===== src/hw/rtl/mbid_pkg.sv =====
// shared types and constants for the multi-button debounce block
`default_nettype none
package mbid_pkg;

	localparam int CMD_W = 2;
	localparam int RAW_W = 8;
	localparam int IDX_W = 8;
	localparam int INTEG_W = 4;

	typedef enum logic [CMD_W-1:0] {
		CMD_SCAN    = 2'd0,
		CMD_HELD    = 2'd1,
		CMD_PRESSED = 2'd2
	} cmd_t;

	localparam logic [INTEG_W-1:0] THRESHOLD_RESET = 4'd4;
	localparam logic REG_THRESHOLD = 1'b0;

	// per-lane control for one cycle
	typedef struct packed {
		logic               scan;
		logic               level;
		logic               clr_latch;
		logic [INTEG_W-1:0] thr;
	} lane_ctl_t;

endpackage
`default_nettype wire


===== src/hw/rtl/mbid_lane.sv =====
// one button: saturating integrator, held bit and sticky pressed latch
`default_nettype none
module mbid_lane (
	input  wire logic              clk,
	input  wire logic              arst_n,
	input  wire mbid_pkg::lane_ctl_t ctl,
	output logic                   held,
	output logic                   latch
);
	import mbid_pkg::*;

	logic [INTEG_W-1:0] integ_q;
	logic [INTEG_W-1:0] integ_d;
	logic               held_q;
	logic               latch_q;
	logic               held_d;
	logic               latch_d;

	always_comb begin
		integ_d = integ_q;
		held_d = held_q;
		latch_d = latch_q;
		if (ctl.scan) begin
			if (ctl.level) begin
				if (integ_q < ctl.thr) begin
					integ_d = integ_q + INTEG_W'(1);
				end
			end else if (integ_q != '0) begin
				integ_d = integ_q - INTEG_W'(1);
			end
			// threshold match wins over zero when threshold is zero
			if (integ_d == ctl.thr) begin
				if (!held_q) begin
					held_d = 1'b1;
					latch_d = 1'b1;
				end
			end else if (integ_d == '0) begin
				held_d = 1'b0;
			end
		end
		if (ctl.clr_latch) begin
			latch_d = 1'b0;
		end
	end

	always_ff @(posedge clk or negedge arst_n) begin
		if (!arst_n) begin
			integ_q <= '0;
			held_q <= 1'b0;
			latch_q <= 1'b0;
		end else begin
			integ_q <= integ_d;
			held_q <= held_d;
			latch_q <= latch_d;
		end
	end

	assign held = held_q;
	assign latch = latch_q;

endmodule
`default_nettype wire


===== src/hw/rtl/multi_button_integrator_debounce_top.sv =====
// top level: input register, button lanes, query select and result register
// result path: an accepted query word passes the input register, then the result register
// throughput: one word per cycle while req_stall is low; set by the single input register stage
// scan words update all lanes in parallel and give no result
// reset: integrators, held bits, pressed latches cleared; threshold set to 4
`default_nettype none
module multi_button_integrator_debounce_top #(
	parameter int BUTTON_COUNT = 8
) (
	input  wire logic                         clk,
	input  wire logic                         arst_n,
	input  wire logic                         psel,
	input  wire logic                         penable,
	input  wire logic                         pwrite,
	input  wire logic [2:0]                   paddr,
	input  wire logic [31:0]                  pwdata,
	output logic [31:0]                       prdata,
	output logic                              pready,
	input  wire logic                         req_valid,
	output logic                              req_stall,
	input  wire logic [mbid_pkg::CMD_W-1:0]   cmd,
	input  wire logic [mbid_pkg::RAW_W-1:0]   raw_levels,
	input  wire logic [mbid_pkg::IDX_W-1:0]   button_index,
	output logic                              rsp_valid,
	input  wire logic                         rsp_stall,
	output logic                              answer,
	output logic                              index_ok
);
	import mbid_pkg::*;

	localparam int SEL_W = (BUTTON_COUNT > 1) ? $clog2(BUTTON_COUNT) : 1;
	localparam int PAD_N = 1 << SEL_W;

	// configuration register
	logic [INTEG_W-1:0] thr_q;

	always_ff @(posedge clk or negedge arst_n) begin
		if (!arst_n) begin
			thr_q <= THRESHOLD_RESET;
		end else if (psel && penable && pwrite && pready && paddr[2] == REG_THRESHOLD) begin
			thr_q <= pwdata[INTEG_W-1:0];
		end
	end

	assign pready = 1'b1;
	assign prdata = (paddr[2] == REG_THRESHOLD) ? {{(32-INTEG_W){1'b0}}, thr_q} : 32'd0;

	// input register stage
	logic              valid_s1;
	logic [CMD_W-1:0]  cmd_s1;
	logic [RAW_W-1:0]  raw_s1;
	logic [IDX_W-1:0]  idx_s1;
	logic              is_scan;
	logic              is_query;
	logic              is_pressed;
	logic              adv_s1;
	logic              load_out;
	logic              take_in;

	always_comb begin
		is_scan = 1'b0;
		is_query = 1'b0;
		is_pressed = 1'b0;
		case (cmd_s1)
			CMD_SCAN: begin
				is_scan = 1'b1;
			end
			CMD_HELD: begin
				is_query = 1'b1;
			end
			CMD_PRESSED: begin
				is_query = 1'b1;
				is_pressed = 1'b1;
			end
			default: begin
				is_scan = 1'b0;
			end
		endcase
	end

	// a word with no result always moves on; a query needs the result slot
	assign adv_s1 = valid_s1 && (!is_query || !rsp_valid || !rsp_stall);
	assign load_out = adv_s1 && is_query;
	assign req_stall = valid_s1 && !adv_s1;
	assign take_in = req_valid && !req_stall;

	always_ff @(posedge clk or negedge arst_n) begin
		if (!arst_n) begin
			valid_s1 <= 1'b0;
		end else if (take_in) begin
			valid_s1 <= 1'b1;
		end else if (adv_s1) begin
			valid_s1 <= 1'b0;
		end
	end

	always_ff @(posedge clk) begin
		if (take_in) begin
			cmd_s1 <= cmd;
			raw_s1 <= raw_levels;
			idx_s1 <= button_index;
		end
	end

	// query decode
	logic ok_s1;
	logic [SEL_W-1:0] sel_s1;

	assign ok_s1 = (idx_s1 < IDX_W'(BUTTON_COUNT));
	assign sel_s1 = idx_s1[SEL_W-1:0];

	// button lanes
	logic [PAD_N-1:0] held_vec;
	logic [PAD_N-1:0] latch_vec;

	genvar gi;
	generate
		for (gi = 0; gi < PAD_N; gi++) begin : g_lane
			if (gi < BUTTON_COUNT) begin : g_real
				lane_ctl_t ctl;
				always_comb begin
					ctl.scan = adv_s1 && is_scan;
					ctl.level = (gi < RAW_W) ? raw_s1[gi % RAW_W] : 1'b0;
					ctl.clr_latch = adv_s1 && is_pressed && ok_s1 &&
						(sel_s1 == SEL_W'(gi));
					ctl.thr = thr_q;
				end
				mbid_lane u_lane (
					.clk    (clk),
					.arst_n (arst_n),
					.ctl    (ctl),
					.held   (held_vec[gi]),
					.latch  (latch_vec[gi])
				);
			end else begin : g_pad
				assign held_vec[gi] = 1'b0;
				assign latch_vec[gi] = 1'b0;
			end
		end
	endgenerate

	// result register
	logic answer_d;
	logic rsp_valid_q;
	logic answer_q;
	logic index_ok_q;

	assign answer_d = ok_s1 && (is_pressed ? latch_vec[sel_s1] : held_vec[sel_s1]);

	always_ff @(posedge clk or negedge arst_n) begin
		if (!arst_n) begin
			rsp_valid_q <= 1'b0;
		end else if (load_out) begin
			rsp_valid_q <= 1'b1;
		end else if (!rsp_stall) begin
			rsp_valid_q <= 1'b0;
		end
	end

	always_ff @(posedge clk) begin
		if (load_out) begin
			answer_q <= answer_d;
			index_ok_q <= ok_s1;
		end
	end

	assign rsp_valid = rsp_valid_q;
	assign answer = answer_q;
	assign index_ok = index_ok_q;

	// a stalled result word is never overwritten
	a_no_overwrite: assert property (@(posedge clk) disable iff (!arst_n)
		(rsp_valid_q && rsp_stall) |-> !load_out)
		else $error("result word overwritten while stalled");

	// stall only comes from a word waiting in the input stage
	a_stall_src: assert property (@(posedge clk) disable iff (!arst_n)
		req_stall |-> (valid_s1 && is_query && rsp_valid_q && rsp_stall))
		else $error("input stalled without a blocked query");

	// an out-of-range query never answers true
	a_bad_index: assert property (@(posedge clk) disable iff (!arst_n)
		(rsp_valid_q && !index_ok_q) |-> !answer_q)
		else $error("answer set for an invalid index");

	// a pressed query clears the latch it read
	a_latch_clr: assert property (@(posedge clk) disable iff (!arst_n)
		(load_out && is_pressed && ok_s1) |=> !latch_vec[$past(sel_s1)])
		else $error("pressed latch not cleared by query");

endmodule
`default_nettype wire

===== config.mk =====
export PLATFORM = sky130hd
export DESIGN_NAME = multi_button_integrator_debounce_top
export DESIGN_NICKNAME = d
export VERILOG_FILES = /design/src/hw/rtl/mbid_pkg.sv /design/src/hw/rtl/mbid_lane.sv /design/src/hw/rtl/multi_button_integrator_debounce_top.sv
export SDC_FILE = /design/constraint.sdc
export NUM_CORES = 1
export LEC_CHECK = 0
export ABC_AREA = 1
export BUFFER_PORTS_ARGS = -buffer_cell sky130_fd_sc_hd__buf_2
export CORE_UTILIZATION = 59
export DETAILED_ROUTE_END_ITERATION = 12
export PLACE_DENSITY = 0.82
export SYNTH_ARGS = -nofsm -noshare
export SYNTH_HDL_FRONTEND = slang
export SYNTH_HIERARCHICAL = 1
export SYNTH_SLANG_ARGS = --single-unit

===== constraint.sdc =====
create_clock -name clk -period 2.7 [get_ports clk]
set_input_delay 0.54 -clock clk [delete_from_list [all_inputs] [get_ports clk]]
set_output_delay 0.54 -clock clk [all_outputs]
set_load 0.01 [all_outputs]

After elaboration in Yosys (flattened, before gate mapping)
Cells that the tools add are included.

Input bits: 60. Logic and storage cells: 264. Memories kept: 0. Register bits after elaboration: 74. Memory bits (writable): 0. Bits in read-only memories: 0. Bits in latches: 0. Output and inout port bits: 37.

Equality and inequality tests: 26. Reductions and logical operators: 86. Bitwise gates (word level): 1. Shifts and indexed selects: 0. Muxes and demuxes: 93. Divide/modulo/power cells: 0. Magnitude comparators: 10. Add/subtract/negate cells: 16. Multiply operators: 0.

Operator list (number): $mux W4 (33); $mux W1 (58); $reduce_bool A2 Y1 (25); $add A4 B1 Y4 const B (8); $eq A4 B4 Y1 (8); $logic_not A4 Y1 (8); $lt A4 B4 Y1 (8); $reduce_bool A4 Y1 (8); $sub A4 B1 Y4 const B (8); $reduce_and A3 Y1 (8); $logic_and A1 B1 Y1 (19); $ne A2 B2 Y1 const B (8); $reduce_and A2 Y1 (8); $eq A3 B3 Y1 const B (4); $lt A8 B4 Y1 const B (1); $bmux W1 S3 (2); $eq A3 B2 Y1 const B (2); $logic_not A1 Y1 (5); $lt A3 B4 Y1 const B (1); $eq A3 B1 Y1 const B (1); $logic_not A3 Y1 (1); $eq A2 B1 Y1 const B (1); $eq A2 B2 Y1 const B (1); $logic_not A2 Y1 (1); 4 further kinds (5).

Depth between registers and ports, before layout
Gate-level depths: netlist of the first run.

Depth in word-level cells: 13. Gate-level depth with buffers: 15. Gate-level depth less buffers: 15.

By module
Netlist of the first run, hierarchy kept.

By module, submodules not included: mbid_lane (area an instance 635.6 µm², cells each 95, instances 8); multi_button_integrator_debounce_top (area an instance 1426.4 µm², cells each 156, instances 1).

Least setup slack after synthesis of the first run
Ideal clock, no wire load.

Kind: reg2reg. From: register cmd_s1[1]. To: register cmd_s1[0] (enable). Clock period less this slack: 2.019 ns. Data required time: 2.307 ns. Setup slack: 0.681 ns. Stages on the path, launching flop included: 6. Setup time: 0.393 ns. Data arrival time: 1.626 ns. Cell sequence: edfxtp_1 inv_1 ha_1 nand3_1 nor2_1 nor2_1.

Word-level cells in the longest chain between the ends: 11. Elaborated cells on any way between the ends: 12.

Ends and longest elaborated chain: start: declaration (line multi_button_integrator_debounce_top.sv:50) `logic [CMD_W-1:0] cmd_s1;`; start signal: assignment (line multi_button_integrator_debounce_top.sv:99) `cmd_s1 <= cmd;`; $eq A2 B2 Y1 or $eq A2 B1 Y1 (tied branches) (line multi_button_integrator_debounce_top.sv:64) `case (cmd_s1)`; $reduce_or A2 Y1 (no source line) *; $mux W1 * (line multi_button_integrator_debounce_top.sv:64); $logic_not A1 Y1 * (line multi_button_integrator_debounce_top.sv:82) `assign adv_s1 = valid_s1 && (!is_query || !rsp_valid || !rsp_stall);`; $logic_or A1 B1 Y1 * (2 in series) (line multi_button_integrator_debounce_top.sv:82); $logic_and A1 B1 Y1 * (line multi_button_integrator_debounce_top.sv:82); $logic_not A1 Y1 * (line multi_button_integrator_debounce_top.sv:84) `assign req_stall = valid_s1 && !adv_s1;`; $logic_and A1 B1 Y1 * (line multi_button_integrator_debounce_top.sv:84); named net req_stall (line multi_button_integrator_debounce_top.sv:20) `output logic req_stall,`; $logic_not A1 Y1 * (line multi_button_integrator_debounce_top.sv:85) `assign take_in = req_valid && !req_stall;`; $logic_and A1 B1 Y1 * (line multi_button_integrator_debounce_top.sv:85); named net take_in (line multi_button_integrator_debounce_top.sv:58) `logic take_in;`.

Mark *: on every way through the listed nets, which the timed path passes. The rest lies on a longest branch. A chain may end at the register's enable or synchronous reset.

Worst setup path after layout of the first run
From: register thr_q[2]. To: register g_lane[1].g_real.u_lane.latch_q.

Word-level cells in the longest chain between the ends: 7.

Ends and longest elaborated chain: start: declaration (line multi_button_integrator_debounce_top.sv:35) `logic [INTEG_W-1:0] thr_q;`; start signal: assignment (line multi_button_integrator_debounce_top.sv:41) `thr_q <= pwdata[INTEG_W-1:0];`; $lt A4 B4 Y1 (line mbid_lane.sv:25) `if (integ_q < ctl.thr) begin`; $mux W4 (line mbid_lane.sv:25); $mux W4 (line mbid_lane.sv:24) `if (ctl.level) begin`; $mux W4 (line mbid_lane.sv:23) `if (ctl.scan) begin`; $eq A4 B4 Y1 * (line mbid_lane.sv:32) `if (integ_d == ctl.thr) begin`; $reduce_bool A2 Y1 (no source line) *; $reduce_and A3 Y1 (no source line) *; end signal: assignment (line mbid_lane.sv:54) `latch_q <= latch_d;`; end: declaration (line mbid_lane.sv:15) `logic latch_q;`.

Every way passes the cells marked *; elsewhere a longest branch is shown, timed or not. The select of a mux whose other input is x is not followed.

==> results.sh, run 1 <==
export IMPL_drc=0
export IMPL_finalMaxSlewViolations=0
export IMPL_setup_viol=0
export IMPL_dp_slack_ps=299
export IMPL_areaGrowthSynthToFinish_pct=6.90
export IMPL_synth_area_leaders="dfrtp_1 20%, nand2_1 16%, edfxtp_1 9.2%, ha_1 8.1%, nand3_1 7.9%"
export IMPL_finalWorstSetupSlack_ps=230
export IMPL_holdWs_ps=127
export IMPL_cts_sinks=74
export IMPL_status="complete, no violations"
export IMPL_pin_count=97
export IMPL_netlist_instances=916
export IMPL_synth_area_um2=6510
export IMPL_max_stage_delay_ps=830
export IMPL_clock_fmax_mhz=405
export IMPL_dieArea_um2=11500
export IMPL_ys_seq_elements=74
export IMPL_first_pass_iters=7
export IMPL_grt_usage_pct=24.8
export IMPL_synth_top_area_share_pct=20.4
export IMPL_cpMaxStageDelayCell="dfstp_2"
export IMPL_grt_pass1_vias=5113
export IMPL_cts_buffers=9
export IMPL_antenna_found_initial=0
export IMPL_placed_cell_area_um2=6760
export IMPL_wire_per_inst_um=11.8
export IMPL_die_w_um=107
export IMPL_gp_congestion=0.889
export IMPL_seq_area_frac_synth_pct=30.0
export IMPL_finalClockSkew_ps=8.71
export IMPL_yosysUniqueCellTypes=28
export IMPL_clkSlewWorstSetupHoldPaths_ps=80
export IMPL_post_dp_hpwl_um=10000
export IMPL_grt_max_degree=39
export IMPL_grt_overflow_total=0
export IMPL_cpMostUsedCell="nand2_1"
export IMPL_nNetsFinal=1065
export IMPL_rsz0062_at_grt="false"
export IMPL_worst_setup_path_type="flip-flop to flip-flop"
export IMPL_mostFrequentLayoutCells="286 x nand2_1, 105 x inv_1, 103 x nand3_1, 53 x dfrtp_1, 42 x ha_1"
export IMPL_reg2reg_depth=15
export IMPL_startpoint_type="flip-flop"
export IMPL_drt_iter0_markers=305
export IMPL_hold_buffers=0
export IMPL_fin_tns_setup_ps=0
export IMPL_layout_drive_gt1_share_pct=21.5
export IMPL_cap_viol_max_count=0
export IMPL_crit_path_cell_trace="inv_1, ha_1, nand2_1, inv_2, nand2_4, nand2_2, nand2_1, nand2_1, nand2_1, nand2_1, nand2_1, nand3_2, nor2_4, nand3_1, a21oi_2"
export IMPL_end_kind="flip-flop"
export IMPL_cts_max_path_buffers=2
export IMPL_postCtsSetupRepairBufs=0
export IMPL_start_util_pct=62.0
export IMPL_ir_drop_v=0.000523
export IMPL_power_density_nw_per_um2=979
export IMPL_dieHeight_um=107
export IMPL_cp_arrival_ps=2750
export IMPL_cts_tree="built"
export IMPL_report_power_total_w=0.00681
export IMPL_layout_commonest_cell="nand2_1"
export IMPL_vias_per_cell=5.13
export IMPL_core_area_um2=10500
export IMPL_routed_wl_um=13100
export IMPL_final_area_um2=6960
export IMPL_layout_min_cycle_time_ps=2470
export IMPL_io_buffers=37
export IMPL_clockRootBuffer="clkbuf_8"
export IMPL_clock_latency_ps=350
export IMPL_vias=5668
export IMPL_htree_levels=3
export IMPL_diodes=0
export IMPL_syn_area_per_cell_um2=7.11
export IMPL_synth_top_area_cell="dfrtp_1"
export IMPL_yosysWarnings=6
export IMPL_path_max_fanout=17
export IMPL_grt_first_pass_wirelength_um=22800
export IMPL_fin_crit_sh_pct=91.5
export IMPL_num_rows=37
export IMPL_worstPathRequired_ps=2980
export IMPL_ctsResizeCount=0
export IMPL_hold_viol_final=0
export IMPL_p_leak_nw=3.77
export IMPL_ant_nets=0
export IMPL_hold_path_class="primary input to asynchronous set/reset pin"
==> kinds of logic (layout without fill, tap and decap cells) <==
| logic type | after synthesis | after routing | share of synthesized area, % |
|---|---|---|---|
| AO/OA/AOI/OAI | 86 | 86 | 8.51 |
| adder cells (fa/ha/maj) | 42 | 42 | 8.07 |
| flip-flops | 74 | 74 | 30.0 |
| buffers and inverters | 184 | 209 | 12.9 |
| other | 2 | 29 | 0.115 |
| XOR/XNOR | 16 | 16 | 2.15 |
| AND/OR/NAND/NOR | 512 | 512 | 38.3 |
==> stage by stage <==
stage | std cells | utilization (%)
global placement | 1088 | 64.4
floorplan | 943 | -
CTS | 1104 | 66.2
detailed placement | 1088 | 64.4
finish | 1104 | 66.2
global route | 1104 | 66.2
==> worst paths after layout <==
kind / startpoint / end / slack [ps]
setup reg to reg: thr_q[2] / g_lane[1].g_real.u_lane/latch / 230
min in group clk: button_index[7] / idx_s1[7] / 360
hold reg to reg: rsp_valid / rsp_valid / 530
setup / recovery: thr_q[2] / g_lane[1].g_real.u_lane/latch / 230
max in group asynchronous: arst_n / thr_q[2] / 1850
hold / removal: arst_n / g_lane[1].g_real.u_lane/held / 130
==> critical path, delay by kind of cell (launching register included) <==
| family | cells | cell delay (ps) |
|---|---|---|
| compound gates | 1 | 120 |
| fa+ha+maj | 1 | 310 |
| buf+inv | 2 | 190 |
| flops | 1 | 830 |
| simple gates | 11 | 960 |
==> synth_stat cells <==
library cell	n
dfstp_2	1
buf_6	1
o21ai_2	8
inv_2	41
inv_1	105
nand4_1	1
nand3_2	18
edfxtp_1	20
o21ai_1	8
dfrtp_1	53
a21oi_2	9
conb_1	2
nor2_1	28
nor2_4	9
nand2_2	25
buf_4	37
nor3_1	9
xor2_1	16
o21a_1	8
nand3_1	103
ha_1	42
a21oi_1	12
nor3_2	17
o21ai_0	25
nand2_4	8
o211ai_1	16
nand2_1	286
nor2_2	8
==> routing by layer <==
layer | GRT usage, % | vias to the layer above | wire length, µm
met3 | 3.65 | 18 | 613
met4 | 7.14 | 0 | 201
met1 | 33.8 | 2539 | 6130
met2 | 40.9 | 143 | 6130
li1 | - | 2968 | -
met5 | 0 | - | 0
==> final cells by class <==
type,count,area [µm²]
Multi-Input combinational cell,685,3830
Fill cell,940,3550
Sequential cell,74,1950
Inverter,146,548
Timing Repair Buffer,47,260
Tap cell,136,170
Clock buffer,11,141
Clock inverter,5,55.1
==> power by group <==
group,leakage (nW),switching [W],internal (W)
clock network,0.0953,0.000416,0.000449
registers,0.781,0.000512,0.00145
logic,2.89,0.00251,0.00147
total,3.77,0.00344,0.00338
==> flip-flops by register name (all words and copies together), names as in the netlist <==
register                      cells
g_lane.g_real.u_lane/integ_q     32
g_lane.g_real.u_lane/held         8
g_lane.g_real.u_lane/latch        8
idx_s1                            8
raw_s1                            8
thr_q                             4
cmd_s1                            2
answer                            1
index_ok                          1
rsp_valid                         1
valid_s1                          1
Power figures use the tool's default switching activity.
==> inputs of run 2 (changes only) <==
--- a/config.mk
+++ b/config.mk
@@ -10,6 +10,7 @@
 export CORE_UTILIZATION = 59
 export DETAILED_ROUTE_END_ITERATION = 12
 export PLACE_DENSITY = 0.82
+export REMOVE_ABC_BUFFERS = 1
 export SYNTH_ARGS = -nofsm -noshare
 export SYNTH_HDL_FRONTEND = slang
 export SYNTH_HIERARCHICAL = 1
==> run 2 against run 1 <==
  * Clock-buffer cell count fell by 1
  * Clock skew about the same
  * Non-clock buffer count decreased by 3
  * Highest routed layer unchanged
  * Combinational power hardly changed
  * Maximum frequency up 2.1%
==> results.sh, run 2 (synthesis gave the netlist of run 1 again) <==
export IMPL_stdcell_count=1101
export IMPL_largest_reg_flops=32
export IMPL_post_dp_hpwl_um=10200
export IMPL_cts_buffers=9
export IMPL_ctsResizeCount=0
export IMPL_gp_congestion=0.910
export IMPL_worst_slew_margin_rel_pct=63.1
export IMPL_pin_count=97
export IMPL_finalWorstSetupSlack_ps=281
export IMPL_rsz0062_at_grt="false"
export IMPL_cp_buffers_inverters=2
export IMPL_ant_nets=0
export IMPL_grt_max_degree=73
export IMPL_vias=5673
export IMPL_cpMaxStageDelayCell="dfstp_2"
export IMPL_dieArea_um2=11500
export IMPL_grt_pass1_vias=5293
export IMPL_htree_levels=3
export IMPL_dieHeight_um=107
export IMPL_routed_wl_um=13400
export IMPL_clkSlewWorstSetupHoldPaths_ps=80
export IMPL_largest_register="g_lane.g_real.u_lane/integ_q"
export IMPL_nNetsFinal=1062
export IMPL_drc=0
export IMPL_hold_path_class="primary input to asynchronous set/reset pin"
export IMPL_io_buffers=37
export IMPL_core_area_um2=10500
export IMPL_num_fill_cells=911
export IMPL_start_util_pct=62.0
export IMPL_diodes=0
export IMPL_report_power_total_w=0.00694
export IMPL_dp_slack_ps=188
export IMPL_finalClockSkew_ps=8.85
export IMPL_p_leak_nw=3.77
export IMPL_hold_viol_final=0
export IMPL_multi_input_area_um2=3830
export IMPL_register_area_um2=1950
export IMPL_crit_family="simple AND/OR/NAND/NOR gates"
export IMPL_cts_max_path_buffers=2
export IMPL_clock_latency_ps=360
export IMPL_finalMaxSlewViolations=0
export IMPL_clockRootBuffer="clkbuf_8"
export IMPL_cpMostUsedCell="nand2_1"
export IMPL_wire_per_inst_um=12.1
export IMPL_worst_setup_path_type="flip-flop to flip-flop"
export IMPL_num_rows=37
export IMPL_antenna_found_initial=0
export IMPL_clock_fmax_mhz=413
export IMPL_worstPathRequired_ps=2980
export IMPL_grt_overflow_total=0
export IMPL_cts_sinks=74
export IMPL_layout_drive_gt1_share_pct=21.5
export IMPL_end_kind="flip-flop"
export IMPL_max_stage_delay_ps=830
export IMPL_grt_usage_pct=25.3
export IMPL_mostFrequentLayoutCells="286 x nand2_1, 105 x inv_1, 103 x nand3_1, 52 x dfrtp_1, 42 x ha_1"
export IMPL_cap_viol_max_count=0
export IMPL_first_pass_iters=7
export IMPL_vias_per_cell=5.15
export IMPL_ir_drop_v=0.000626
export IMPL_layout_commonest_cell="nand2_1"
export IMPL_fin_crit_sh_pct=89.6
export IMPL_crit_path_cell_trace="inv_1, ha_1, nand2_1, inv_2, nand2_4, nand2_2, nand2_1, nand2_1, nand2_1, nand2_1, nand2_1, nand3_2, nor2_4, nand3_1, a21oi_2"
export IMPL_power_density_nw_per_um2=994
export IMPL_cp_arrival_ps=2700
export IMPL_hold_buffers=0
export IMPL_grt_first_pass_wirelength_um=23300
export IMPL_cts_tree="built"
export IMPL_path_max_fanout=17
export IMPL_layout_min_cycle_time_ps=2420
export IMPL_setup_viol=0
export IMPL_drt_iter0_markers=320
export IMPL_startpoint_type="flip-flop"
export IMPL_tightest_slew_ps=554
export IMPL_die_w_um=107
export IMPL_postCtsSetupRepairBufs=0
export IMPL_placed_cells=1085
export IMPL_status="complete, no violations"
export IMPL_areaGrowthSynthToFinish_pct=7.24
[run 2: cell types whose count changed in the layout (fill, tap and decap cells not counted)]
cell and change:
buf_4 -4, clkinv_4 +2, buf_12 +1, bufinv_16 +1, clkbuf_1 -1, clkinv_2 -1, clkinvlp_4 -1, dfrtp_1 -1
dfrtp_2 +1
[run 2: per-layer routing]
layer / global-route usage (%) / routed length [µm] / vias to the layer above
li1: - / - / 2957
met1: 32.6 / 6120 / 2577
met4: 9.10 / 236 / 0
met3: 3.65 / 572 / 19
met5: 0 / 0 / -
met2: 43.2 / 6440 / 120
[run 2: final timing paths]
| check | from | to | slack (ps) | cells after the start |
|---|---|---|---|---|
| min | arst_n | g_lane[7].g_real.u_lane/integ_q[2] | 60 | 1 |
| min reg2reg | g_lane[7].g_real.u_lane/latch | g_lane[7].g_real.u_lane/latch | 530 | 2 |
| max reg2reg | thr_q[2] | g_lane[1].g_real.u_lane/latch | 280 | 15 |
| min in group clk | button_index[7] | idx_s1[7] | 350 | 1 |
| max | thr_q[2] | g_lane[1].g_real.u_lane/latch | 280 | 15 |
| max in group asynchronous | arst_n | g_lane[2].g_real.u_lane/integ_q[3] | 2000 | 2 |
[run 2: layout make-up]
| cell class | instances | share of cell area, % |
|---|---|---|
| repair buffers | 44 | 3.58 |
| multi-input cells | 685 | 54.9 |
| well taps | 136 | 2.44 |
| flip-flops and latches | 74 | 28.0 |
| inverters | 146 | 7.85 |
| clock buffers | 10 | 1.97 |
| clock inverters | 6 | 1.29 |
[run 2: power breakdown]
part	internal, W	switching, W
Clock	0.000547	0.000439
Sequential	0.00145	0.000533
Combinational	0.00147	0.00250
Total	0.00347	0.00347
[run 2: stage by stage]
step	area (µm²)	hold WS, ps	util (%)	TNS (ps)
after floorplan	6320	244	-	-44790
after global placement	6750	440	64.3	0
after detailed placement	6750	440	64.3	0
after CTS	6980	54.3	66.4	0
after global routing	6980	76.1	66.4	0
final	6980	60.8	66.4	0
